`config.mk`:
```
export PLATFORM = sky130hd
export DESIGN_NAME = midi_sustain_pedal_filter
export DESIGN_NICKNAME = d
export VERILOG_FILES = /design/src/rtl/msf_pkg.sv /design/src/rtl/midi_sustain_pedal_filter.sv /design/src/rtl/msf_row_mem.sv /design/src/rtl/msf_event_logic.sv
export SDC_FILE = /design/constraint.sdc
export NUM_CORES = 2
export LEC_CHECK = 0
export ABC_AREA = 1
export BUFFER_PORTS_ARGS = -buffer_cell sky130_fd_sc_hd__buf_2
export CORE_MARGIN = 4
export CORE_UTILIZATION = 45
export CTS_CLUSTER_SIZE = 12
export DETAILED_ROUTE_END_ITERATION = 10
export MAX_ROUTING_LAYER = met4
export SETUP_SLACK_MARGIN = 0.1
export SLEW_MARGIN = 20
export SYNTH_ARGS = -nofsm -noshare
export SYNTH_HDL_FRONTEND = slang
export SYNTH_SLANG_ARGS = --single-unit
```
`constraint.sdc`:
```
create_clock -name clk -period 13.05 [get_ports clk]
set_input_delay 1.305 -clock clk [delete_from_list [all_inputs] [get_ports clk]]
set_output_delay 1.305 -clock clk [all_outputs]
set_load 0.02 [all_outputs]
```
`src/rtl/msf_pkg.sv`:
```
// ----------------------------------------------------------------------------
// msf_pkg
// Types and constants shared by the sustain/sostenuto pedal filter.
// ----------------------------------------------------------------------------
package msf_pkg;

	localparam int NUM_CHANNELS_DEF = 16;

	localparam int IN_TDATA_W  = 64;
	localparam int OUT_TDATA_W = 192;
	localparam int CFG_IDX_W   = 2;

	localparam logic [3:0] MT_NOTE_OFF = 4'h8;
	localparam logic [3:0] MT_NOTE_ON  = 4'h9;
	localparam logic [3:0] MT_CC       = 4'hB;

	localparam logic [7:0] CC_SUSTAIN   = 8'd64;
	localparam logic [7:0] CC_SOSTENUTO = 8'd66;
	localparam logic [6:0] CC_SOUND_OFF = 7'd120;
	localparam logic [6:0] CC_NOTES_OFF = 7'd123;
	localparam logic [6:0] PEDAL_THRESH = 7'd63;
	localparam logic [7:0] ST_SYS_RESET = 8'hFF;

	localparam logic [1:0] SIZE_ONE   = 2'd1;
	localparam logic [1:0] SIZE_TWO   = 2'd2;
	localparam logic [1:0] SIZE_THREE = 2'd3;

	typedef enum logic [CFG_IDX_W-1:0] {
		REG_STYLE = 2'd0,
		REG_CTRL  = 2'd1,
		REG_FWD   = 2'd2
	} reg_idx_t;

	typedef struct packed {
		logic style;
		logic ctrl;
		logic fwd_pedal;
	} cfg_t;

	typedef struct packed {
		logic         pedal;
		logic [127:0] keys;
	} row_t;

	typedef struct packed {
		logic [31:0] event_time;
		logic [1:0]  msg_size;
		logic [7:0]  status_byte;
		logic [7:0]  data_one;
		logic [7:0]  data_two;
	} item_t;

	typedef struct packed {
		logic [31:0] out_time;
		logic [3:0]  release_channel;
		logic [63:0] release_low;
		logic [63:0] release_high;
		logic        fwd_valid;
		logic [1:0]  fwd_size;
		logic [7:0]  fwd_status;
		logic [7:0]  fwd_data_one;
		logic [7:0]  fwd_data_two;
	} result_t;

endpackage

```
`src/rtl/midi_sustain_pedal_filter.sv`:
```
// Path: an accepted request is registered together with its row read; its result
// is then registered at the output, delayed only while a receiver stalls.
// Throughput: one request per cycle unless the receiver stalls, same channel
// included; the single row memory is read at accept and written on advance, with a bypass.
// Reset: config registers, pedal flags and held keys clear at once (per-row
// valid bits make unwritten rows read as zero); no clearing pass.
// ----------------------------------------------------------------------------
// midi_sustain_pedal_filter
// Sustain/sostenuto pedal filter: tracks pedal and held keys per channel and
// emits release masks plus the optionally forwarded message.
// ----------------------------------------------------------------------------
module midi_sustain_pedal_filter
	import msf_pkg::*;
#(
	parameter int NUM_CHANNELS = NUM_CHANNELS_DEF
) (
	input  logic                   clk,
	input  logic                   arst_n,
	input  logic                   cfg_valid,
	output logic                   cfg_ready,
	input  logic [CFG_IDX_W-1:0]   cfg_index,
	input  logic                   cfg_data,
	input  logic                   s_axis_tvalid,
	output logic                   s_axis_tready,
	// event_time, msg_size, status_byte, data_one, data_two, zero pad
	input  logic [IN_TDATA_W-1:0]  s_axis_tdata,
	output logic                   m_axis_tvalid,
	input  logic                   m_axis_tready,
	// out_time, release_channel, release_low, release_high, fwd_size,
	// fwd_status, fwd_data_one, fwd_data_two, zero pad
	output logic [OUT_TDATA_W-1:0] m_axis_tdata,
	// fwd_valid
	output logic                   m_axis_tuser
);

	localparam int CH_W = (NUM_CHANNELS > 1) ? $clog2(NUM_CHANNELS) : 1;

	cfg_t    cfg_q;
	item_t   in_item;
	item_t   item_s1;
	logic    vld_s1;
	logic    adv_s1;
	logic    accept;
	row_t    rd_row;
	row_t    new_row;
	logic    upd_en;
	logic    wr_en;
	result_t res;
	result_t out_q;
	logic    out_vld_q;

	assign cfg_ready = 1'b1;

	always_ff @(posedge clk or negedge arst_n) begin
		if (!arst_n) begin
			cfg_q <= '0;
		end else if (cfg_valid) begin
			case (cfg_index)
				REG_STYLE: cfg_q.style     <= cfg_data;
				REG_CTRL:  cfg_q.ctrl      <= cfg_data;
				REG_FWD:   cfg_q.fwd_pedal <= cfg_data;
				default:   ;
			endcase
		end
	end

	assign in_item.event_time  = s_axis_tdata[31:0];
	assign in_item.msg_size    = s_axis_tdata[33:32];
	assign in_item.status_byte = s_axis_tdata[41:34];
	assign in_item.data_one    = s_axis_tdata[49:42];
	assign in_item.data_two    = s_axis_tdata[57:50];

	assign adv_s1        = vld_s1 && (!out_vld_q || m_axis_tready);
	assign s_axis_tready = !vld_s1 || adv_s1;
	assign accept        = s_axis_tvalid && s_axis_tready;
	assign wr_en         = adv_s1 && upd_en;

	msf_row_mem #(
		.NUM_CHANNELS (NUM_CHANNELS),
		.CH_W         (CH_W)
	) u_row_mem (
		.clk     (clk),
		.arst_n  (arst_n),
		.rd_en   (accept),
		.rd_addr (in_item.status_byte[CH_W-1:0]),
		.wr_en   (wr_en),
		.wr_addr (item_s1.status_byte[CH_W-1:0]),
		.wr_row  (new_row),
		.rd_row  (rd_row)
	);

	msf_event_logic #(
		.NUM_CHANNELS (NUM_CHANNELS)
	) u_event_logic (
		.item    (item_s1),
		.row     (rd_row),
		.cfg     (cfg_q),
		.wr_en   (upd_en),
		.new_row (new_row),
		.res     (res)
	);

	always_ff @(posedge clk) begin
		if (accept) begin
			item_s1 <= in_item;
		end
		if (adv_s1) begin
			out_q <= res;
		end
	end

	always_ff @(posedge clk or negedge arst_n) begin
		if (!arst_n) begin
			vld_s1    <= 1'b0;
			out_vld_q <= 1'b0;
		end else begin
			if (accept) begin
				vld_s1 <= 1'b1;
			end else if (adv_s1) begin
				vld_s1 <= 1'b0;
			end
			if (adv_s1) begin
				out_vld_q <= 1'b1;
			end else if (m_axis_tready) begin
				out_vld_q <= 1'b0;
			end
		end
	end

	assign m_axis_tvalid = out_vld_q;
	assign m_axis_tuser  = out_q.fwd_valid;
	assign m_axis_tdata  = {2'b00, out_q.fwd_data_two, out_q.fwd_data_one, out_q.fwd_status,
		out_q.fwd_size, out_q.release_high, out_q.release_low, out_q.release_channel,
		out_q.out_time};

	a_stall_cause: assert property (@(posedge clk) disable iff (!arst_n)
		!s_axis_tready |-> (vld_s1 && out_vld_q && !m_axis_tready))
		else $error("input stalled without a blocked result");

	a_write_on_advance: assert property (@(posedge clk) disable iff (!arst_n)
		wr_en |-> (vld_s1 && adv_s1))
		else $error("row write without an advancing request");

	a_drop_zero: assert property (@(posedge clk) disable iff (!arst_n)
		(out_vld_q && !out_q.fwd_valid) |->
		(out_q.fwd_size == 2'd0 && out_q.fwd_status == 8'd0))
		else $error("dropped message carries payload");

	a_range_release: assert property (@(posedge clk) disable iff (!arst_n)
		(out_vld_q && ({1'b0, out_q.release_channel} >= 5'(NUM_CHANNELS))) |->
		(out_q.release_low == '0 && out_q.release_high == '0 && out_q.fwd_valid))
		else $error("out-of-range channel touched state");

endmodule

```
`src/rtl/msf_row_mem.sv`:
```
// ----------------------------------------------------------------------------
// msf_row_mem
// Per-channel state memory: pedal flag and 128 held-key bits per row.
// Registered read, write-to-read bypass, per-row valid bits cleared at reset.
// ----------------------------------------------------------------------------
module msf_row_mem
	import msf_pkg::*;
#(
	parameter int NUM_CHANNELS = NUM_CHANNELS_DEF,
	parameter int CH_W         = 4
) (
	input  logic            clk,
	input  logic            arst_n,
	input  logic            rd_en,
	input  logic [CH_W-1:0] rd_addr,
	input  logic            wr_en,
	input  logic [CH_W-1:0] wr_addr,
	input  row_t            wr_row,
	output row_t            rd_row
);

	row_t                    mem [NUM_CHANNELS];
	logic [NUM_CHANNELS-1:0] vld_q;
	row_t                    rd_q;
	row_t                    byp_q;
	logic                    byp_sel_q;
	logic                    rd_vld_q;

	always_ff @(posedge clk) begin
		if (wr_en) begin
			mem[wr_addr] <= wr_row;
		end
		if (rd_en) begin
			rd_q  <= mem[rd_addr];
			byp_q <= wr_row;
		end
	end

	always_ff @(posedge clk or negedge arst_n) begin
		if (!arst_n) begin
			vld_q     <= '0;
			byp_sel_q <= 1'b0;
			rd_vld_q  <= 1'b0;
		end else begin
			if (wr_en) begin
				vld_q[wr_addr] <= 1'b1;
			end
			if (rd_en) begin
				byp_sel_q <= wr_en && (wr_addr == rd_addr);
				rd_vld_q  <= vld_q[rd_addr];
			end
		end
	end

	always_comb begin
		if (byp_sel_q) begin
			rd_row = byp_q;
		end else if (rd_vld_q) begin
			rd_row = rd_q;
		end else begin
			rd_row = '0;
		end
	end

endmodule

```
`src/rtl/msf_event_logic.sv`:
```
// ----------------------------------------------------------------------------
// msf_event_logic
// Decodes one MIDI message against its channel row and builds the new row
// and the result item.
// ----------------------------------------------------------------------------
module msf_event_logic
	import msf_pkg::*;
#(
	parameter int NUM_CHANNELS = NUM_CHANNELS_DEF
) (
	input  item_t   item,
	input  row_t    row,
	input  cfg_t    cfg,
	output logic    wr_en,
	output row_t    new_row,
	output result_t res
);

	logic [3:0] mtype;
	logic [6:0] key;
	logic [6:0] vel;
	logic       in_range;
	logic       is_cc;
	logic       is_pedal;
	logic       panic;
	logic       pedal_n;
	logic       release_all;
	logic       is_note;
	logic       is_off;
	logic       swallow;
	logic       collect;
	logic       fwd;

	always_comb begin
		mtype    = item.status_byte[7:4];
		key      = item.data_one[6:0];
		vel      = item.data_two[6:0];
		in_range = {1'b0, item.status_byte[3:0]} < 5'(NUM_CHANNELS);

		is_cc    = (item.msg_size == SIZE_THREE) && (mtype == MT_CC);
		is_pedal = is_cc && (item.data_one == (cfg.ctrl ? CC_SOSTENUTO : CC_SUSTAIN));
		panic    = (is_cc && ((key == CC_SOUND_OFF) || (key == CC_NOTES_OFF)))
			|| ((item.msg_size == SIZE_ONE) && (item.status_byte == ST_SYS_RESET));

		pedal_n     = is_pedal ? (vel > PEDAL_THRESH) : row.pedal;
		release_all = panic || (row.pedal && !pedal_n);

		is_note = !panic && (item.msg_size == SIZE_THREE)
			&& ((mtype == MT_NOTE_ON) || (mtype == MT_NOTE_OFF));
		is_off  = (mtype == MT_NOTE_OFF) || (vel == 7'd0);
		swallow = is_note && pedal_n && is_off && row.keys[key];
		collect = is_note && !swallow && !(pedal_n && cfg.style);

		new_row.pedal = pedal_n;
		new_row.keys  = release_all ? '0 : row.keys;
		if (collect) begin
			new_row.keys[key] = !is_off;
		end

		fwd   = !in_range || panic || !(swallow || (is_pedal && !cfg.fwd_pedal));
		wr_en = in_range;

		res.out_time        = item.event_time;
		res.release_channel = item.status_byte[3:0];
		res.release_low     = (in_range && release_all) ? row.keys[63:0] : '0;
		res.release_high    = (in_range && release_all) ? row.keys[127:64] : '0;
		res.fwd_valid       = fwd;
		res.fwd_size        = fwd ? item.msg_size : 2'd0;
		res.fwd_status      = fwd ? item.status_byte : 8'd0;
		res.fwd_data_one    = (fwd && (item.msg_size >= SIZE_TWO)) ? item.data_one : 8'd0;
		res.fwd_data_two    = (fwd && (item.msg_size == SIZE_THREE)) ? item.data_two : 8'd0;
	end

endmodule
```
Word-level counts from Yosys, hierarchy flattened
Memories as Yosys holds them, arrays and structs flattened. A register that Yosys moved wholly into a read port is not among the register bits.
Cells that the tools add are included.
Word-level totals
  bits in registers: 401
  bits in writable memories: 2064
  logic and storage cells: 112
  ROM bits: 0
  memories kept: 1
  latch bits: 0
  output and inout port bits: 196
Memory list
  u_row_mem.mem: depth 16, bits a word 129, read ports 1, clocked after memory_dff 1, write ports 1, RTL line msf_row_mem.sv:22  | row_t mem [NUM_CHANNELS];
Cells by class
  magnitude comparators: 7
  shift operators: 0
  mux-type cells: 21
  multipliers: 0
  div/mod/pow operators: 0
  equality and inequality tests: 12
  bitwise gates (word level): 1
  add/subtract/negate cells: 0
  reduce and logical (&&, ||, !) cells: 46
Operator list (number)
  $mux W129: 2
  $mux W128: 2
  $bwmux W128: 1
  $logic_and A1 B1 Y1: 21
  $or A16 B16 Y16: 1
  $eq A7 B7 Y1 const B: 2
  $eq A4 B4 Y1 const B: 3
  $mux W1: 11
  $lt A4 B5 Y1 const B: 2
  $logic_not A1 Y1: 9
  $logic_or A1 B1 Y1: 9
  $eq A8 B8 Y1: 1
  $eq A8 B8 Y1 const B: 1
  $lt A7 B8 Y1 const B: 1
  $bmux W1 S7: 1
  $demux W1 S7: 1
  $ge A7 B1 Y1 const B: 1
  $gt A7 B6 Y1 const B: 1
  $logic_not A7 Y1: 1
  $reduce_and A2 Y1: 3
  $bmux W1 S4: 1
  $demux W1 S4: 1
  $eq A2 B1 Y1 const B: 2
  $eq A2 B2 Y1 const B: 2
  other kinds (6): 7

Depth between registers and ports, before layout
  depth after elaboration: 14
  gate-level depth with buffers: 21
  mapped depth without buffers: 16

By module
Synthesis repeated with hierarchy kept, for this count alone.
Unflattened totals
  cells, all modules: 9009
  area total of the unflattened synthesis: 106707.3 µm²
By module, submodules not included
  msf_row_mem: times used 1, cells each 6942, seq. area each 70177.3 µm², area each 91411.4 µm²
  midi_sustain_pedal_filter: times used 1, cells each 285, seq. area each 7602.3 µm², area each 7742.4 µm²
  msf_event_logic: times used 1, cells each 1782, seq. area each 0.0 µm², area each 7553.5 µm²

Worst setup path before layout
OpenSTA, ideal clock, no wires.
  path kind: input-to-reg
  from: in m_axis_tready
  to: mem u_row_mem.mem[13][0] (netlist bit) (enable)
  path slack: 540 ps
  path buffers: 0
  arrival: 11892 ps
  stages on the path: 6
  setup time: 617 ps
  cells stage by stage: inv_1 > nand2_1 > nand2_1 > inv_1 > nand3_1 > nor2_1
Between the ends
  cells in the longest elaborated chain, start to end: 4
RTL lines
  from (decl): RTL line midi_sustain_pedal_filter.sv:28  | input logic m_axis_tready,
  $logic_or A1 B1 Y1: RTL line midi_sustain_pedal_filter.sv:73  | assign adv_s1 = vld_s1 && (!out_vld_q || m_axis_tready);
  $logic_and A1 B1 Y1: RTL line midi_sustain_pedal_filter.sv:73
  via adv_s1: RTL line midi_sustain_pedal_filter.sv:42  | logic adv_s1;
  $mux W1: RTL line msf_row_mem.sv:30  | if (wr_en) begin
  $mux W1 (not written as such): RTL line msf_row_mem.sv:31  | mem[wr_addr] <= wr_row;
  to (decl): RTL line msf_row_mem.sv:22
The timed path passes the listed nets, and every way through them passes these cells.

==> summary.txt <==
Clock tree
  • Bufs on Longest Clock Path: 4
  • # hold bufs at CTS: 0
  • Clock latency on the worst-skew pair: 950 ps
  • Worst-path clk slew: 60 ps
  • Root Driver: clkbuf_16
  • Resized cells post-CTS: 0
  • Num CTS Buffers: 287
  • CTS tree: done
  • Postcts setup bufs: 0
  • # clock sinks: 2594
  • H-tree depth: 5

Synthesis
  • Syn avg cell area: 12.3 µm²
  • Seq/Total Area, Yosys: 74.4%
  • Synth cell types: 38
  • Synth Instances: 8480
  • Synth Register Bits: 2594
  • Cell Area, Synth: 0.105 mm²
  • Yosys warns: 0

Global routing
  • M2 GR Usage: 42.0%
  • Global route overflow: 0
  • First-pass GRT wire length: 457000 µm
  • Met3 Usage GRT: 4.90%
  • Tot GR Track Use: 26.4%
  • Largest net degree at the start of global routing: 204
  • Met1 Use GR: 34.2%
  • Vias in the first global route: 66.3k
  • GR peak layer: met2
  • Initial antenna violation count: 16

Routing
  • DRC errors left: 0
  • Wire per inst: 27.1 µm
  • DRT antenna net count: 0
  • TritonRoute pass-1 iters: 8
  • Via count: 70.3k
  • Post-Route WL: 319000 µm
  • Via-per-instance ratio: 5.97
  • First DRT Iteration DRCs: 8872

Power and ir drop
  • Peak supply drop: 0.000112 V
  • Leak pwr: 41.0 nW
  • Final Total Pwr: 19.1 mW
  • PwrDens: 163 mW/mm²

Place
  • # port buffers: 258
  • Post-DP HPWL: 157000 µm
  • Inst Count DP: 11.3k
  • Routability Congestion: 0.808

Floorplanning
  • Initial core utilization: 45.4%
  • Core Rows: 176
  • Num ports: 268
  • Die area: 0.240 mm²
  • Core area: 0.231 mm²
  • Die H: 490 µm
  • Die Width: 490 µm

Layout
  • Layout cells sized above 1: 8.91%
  • Multi-input logic area: 0.0232 mm²
  • Sequential cell area: 0.0778 mm²
  • Area Growth Syn to Fin: 11.9%
  • Fillers: 19.5k
  • NumNets Final: 8661
  • Commonest non-fill, non-tap cell in the layout: edfxtp_1
  • Cell Count, Final, Fillers Out: 11.8k
  • Commonest cells after routing, fill and taps aside: edfxtp_1 (2571), nor2_1 (1453), o21ai_0 (1319), nand2_1 (1179), inv_1 (365)
  • Fin util: 50.8%

Setup path
  • Max FO, Critical Path: 59
  • Arrival @ worst endpoint: 8100 ps
  • CP Launch Type: flip-flop
  • Worst path required time: 13690 ps
  • CP most frequent cell: nand2_1
  • WP buf/inv: 6
  • Crit path kind: flip-flop to flip-flop
  • Worst path slowest cell: buf_4
  • CP top delay family: buffers and inverters
  • Worst-path cell chain: buf_4 > inv_4 > buf_4 > o21ai_0 > nand2_1 > nand2_1 > nor2_1 > nand2_1 > nand2_1 > nand3_1 > nand2_1 > inv_1 > nor2_1 > nand3_4 > nand2_4 > buf_4 > buf_4 > nand2_1 > nand2_1
  • FF-to-FF setup slack: 5590 ps
  • Worst Setup End Kind: flip-flop
  • Max incr delay on CP: 930 ps

STA
  • Fin crit share: 57.2%
  • Max Transition Viols Final: 0
  • Crit path time final: 7460 ps
  • Fmax: 0.134 GHz
  • RSZ-0062 raised after global routing: false
  • Setup Skew: 58.5 ps
  • Fin. Hold Viols: 0
  • Final setup fails: 0
  • Relative slew slack: 19.4%
  • Fin Setup TNS: 0 ps
  • Least-Margin Pin Slew: 1210 ps

Status
  • Status: finished clean

Worst hold path
  • Worst hold path class: flip-flop to flip-flop

Run
  • Number of max-cap violations: 0
-- flip-flops by register name, indices dropped and copies added (netlist names) --
signal / count
u_row_mem.mem: 2064
u_row_mem.rd_vld_q: 1
u_row_mem.byp_sel_q: 1
vld_s1: 1
item_s1: 58
u_row_mem.vld_q: 16
m_axis_tdata: 190
u_row_mem.byp_q: 129
m_axis_tvalid: 1
cfg_q: 3
u_row_mem.rd_q: 129
m_axis_tuser: 1
-- metal layers --
metal,vias up,wire length [µm]
li1,30800,-
met1,35100,125000
met2,3802,151000
met3,667,31200
met4,0,12000
met5,-,0
-- worst paths after layout --
path | start | endpoint | depth (start not counted)
min in group asynchronous | arst_n | cfg_q[2] | 1
setup reg to reg | u_row_mem.byp_sel_q | u_row_mem.mem[8][15] | 19
hold reg to reg | item_s1[35] | m_axis_tdata[9] | 0
setup / recovery | u_row_mem.byp_sel_q | u_row_mem.mem[8][15] | 19
max in group asynchronous | arst_n | u_row_mem.rd_vld_q | 1
hold / removal | item_s1[35] | m_axis_tdata[9] | 0
-- through the flow --
step / setup WS (ps) / area, µm² / hold slack (ps)
floorplan: 540 / 105000 / 400
CTS: 5770 / 117000 / 403
finish: 5590 / 117000 / 412
detailed placement: 5840 / 109000 / 405
global route: 5410 / 117000 / 422
global placement: 5830 / 109000 / 403
-- report_power, final --
group	total (mW)	leakage, nW	internal [mW]	switching [mW]
sequential	9.96	24.1	9.87	0.0929
combinational	1.87	13.0	0.383	1.49
clock	7.28	3.97	4.18	3.10
total	19.1	41.0	14.4	4.68
-- kinds of logic after synthesis --
| kind of cell | synth area share [%] |
|---|---|
| AND/OR/NAND/NOR | 10.6 |
| flip-flops | 74.4 |
| AO/OA/AOI/OAI | 11.3 |
| buffers and inverters | 3.59 |
| multiplexers | 0.124 |
| XOR/XNOR | 0.0335 |
| other | 0.00718 |
-- final cells by class --
cell class | count | share of cell area (%)
Sequential cell | 2594 | 66.4
Timing Repair Buffer | 394 | 2.20
Multi-Input combinational cell | 4929 | 19.9
Clock buffer | 372 | 6.52
Clock inverter | 86 | 0.449
Inverter | 383 | 1.27
Tap cell | 3026 | 3.23
Antenna cell | 8 | 0.0171
-- cells in the mapped netlist --
master / instances / share of area [%]
edfxtp_1: 2571 / 74
nor2_1: 1474 / 5.3
o21ai_0: 1319 / 6.3
nand2_1: 1180 / 4.2
clkbuf_1: 460 / 1.7
inv_1: 375 / 1.3
o22ai_1: 352 / 2.1
o221ai_1: 208 / 1.7
nand3_1: 188 / 0.90
o211ai_1: 85 / 0.61
buf_2: 60 / 0.29
buf_1: 35 / 0.13
dfrtp_1: 23 / 0.55
a21boi_1: 19 / 0.14
buf_4: 17 / 0.12
mux2i_1: 13 / 0.12
o21ai_1: 13 / 0.062
o32ai_1: 13 / 0.11
a22oi_1: 10 / 0.072
a21oi_1: 9 / 0.043
or2_2: 9 / 0.054
a21boi_0: 8 / 0.057
nor2_2: 5 / 0.030
clkinv_1: 4 / 0.014
inv_2: 4 / 0.014
nand3_2: 4 / 0.038
nor3_1: 4 / 0.019
nand4_1: 3 / 0.018
xor2_1: 3 / 0.025
a31oi_1: 2 / 0.012
buf_6: 2 / 0.022
conb_1: 2 / 0.0072
clkbuf_2: 1 / 0.0048
nor4_1: 1 / 0.0060
o21a_1: 1 / 0.0072
o31ai_1: 1 / 0.0072
o41ai_1: 1 / 0.0084
xnor2_1: 1 / 0.0084
(Power assumes the default switching activity.)
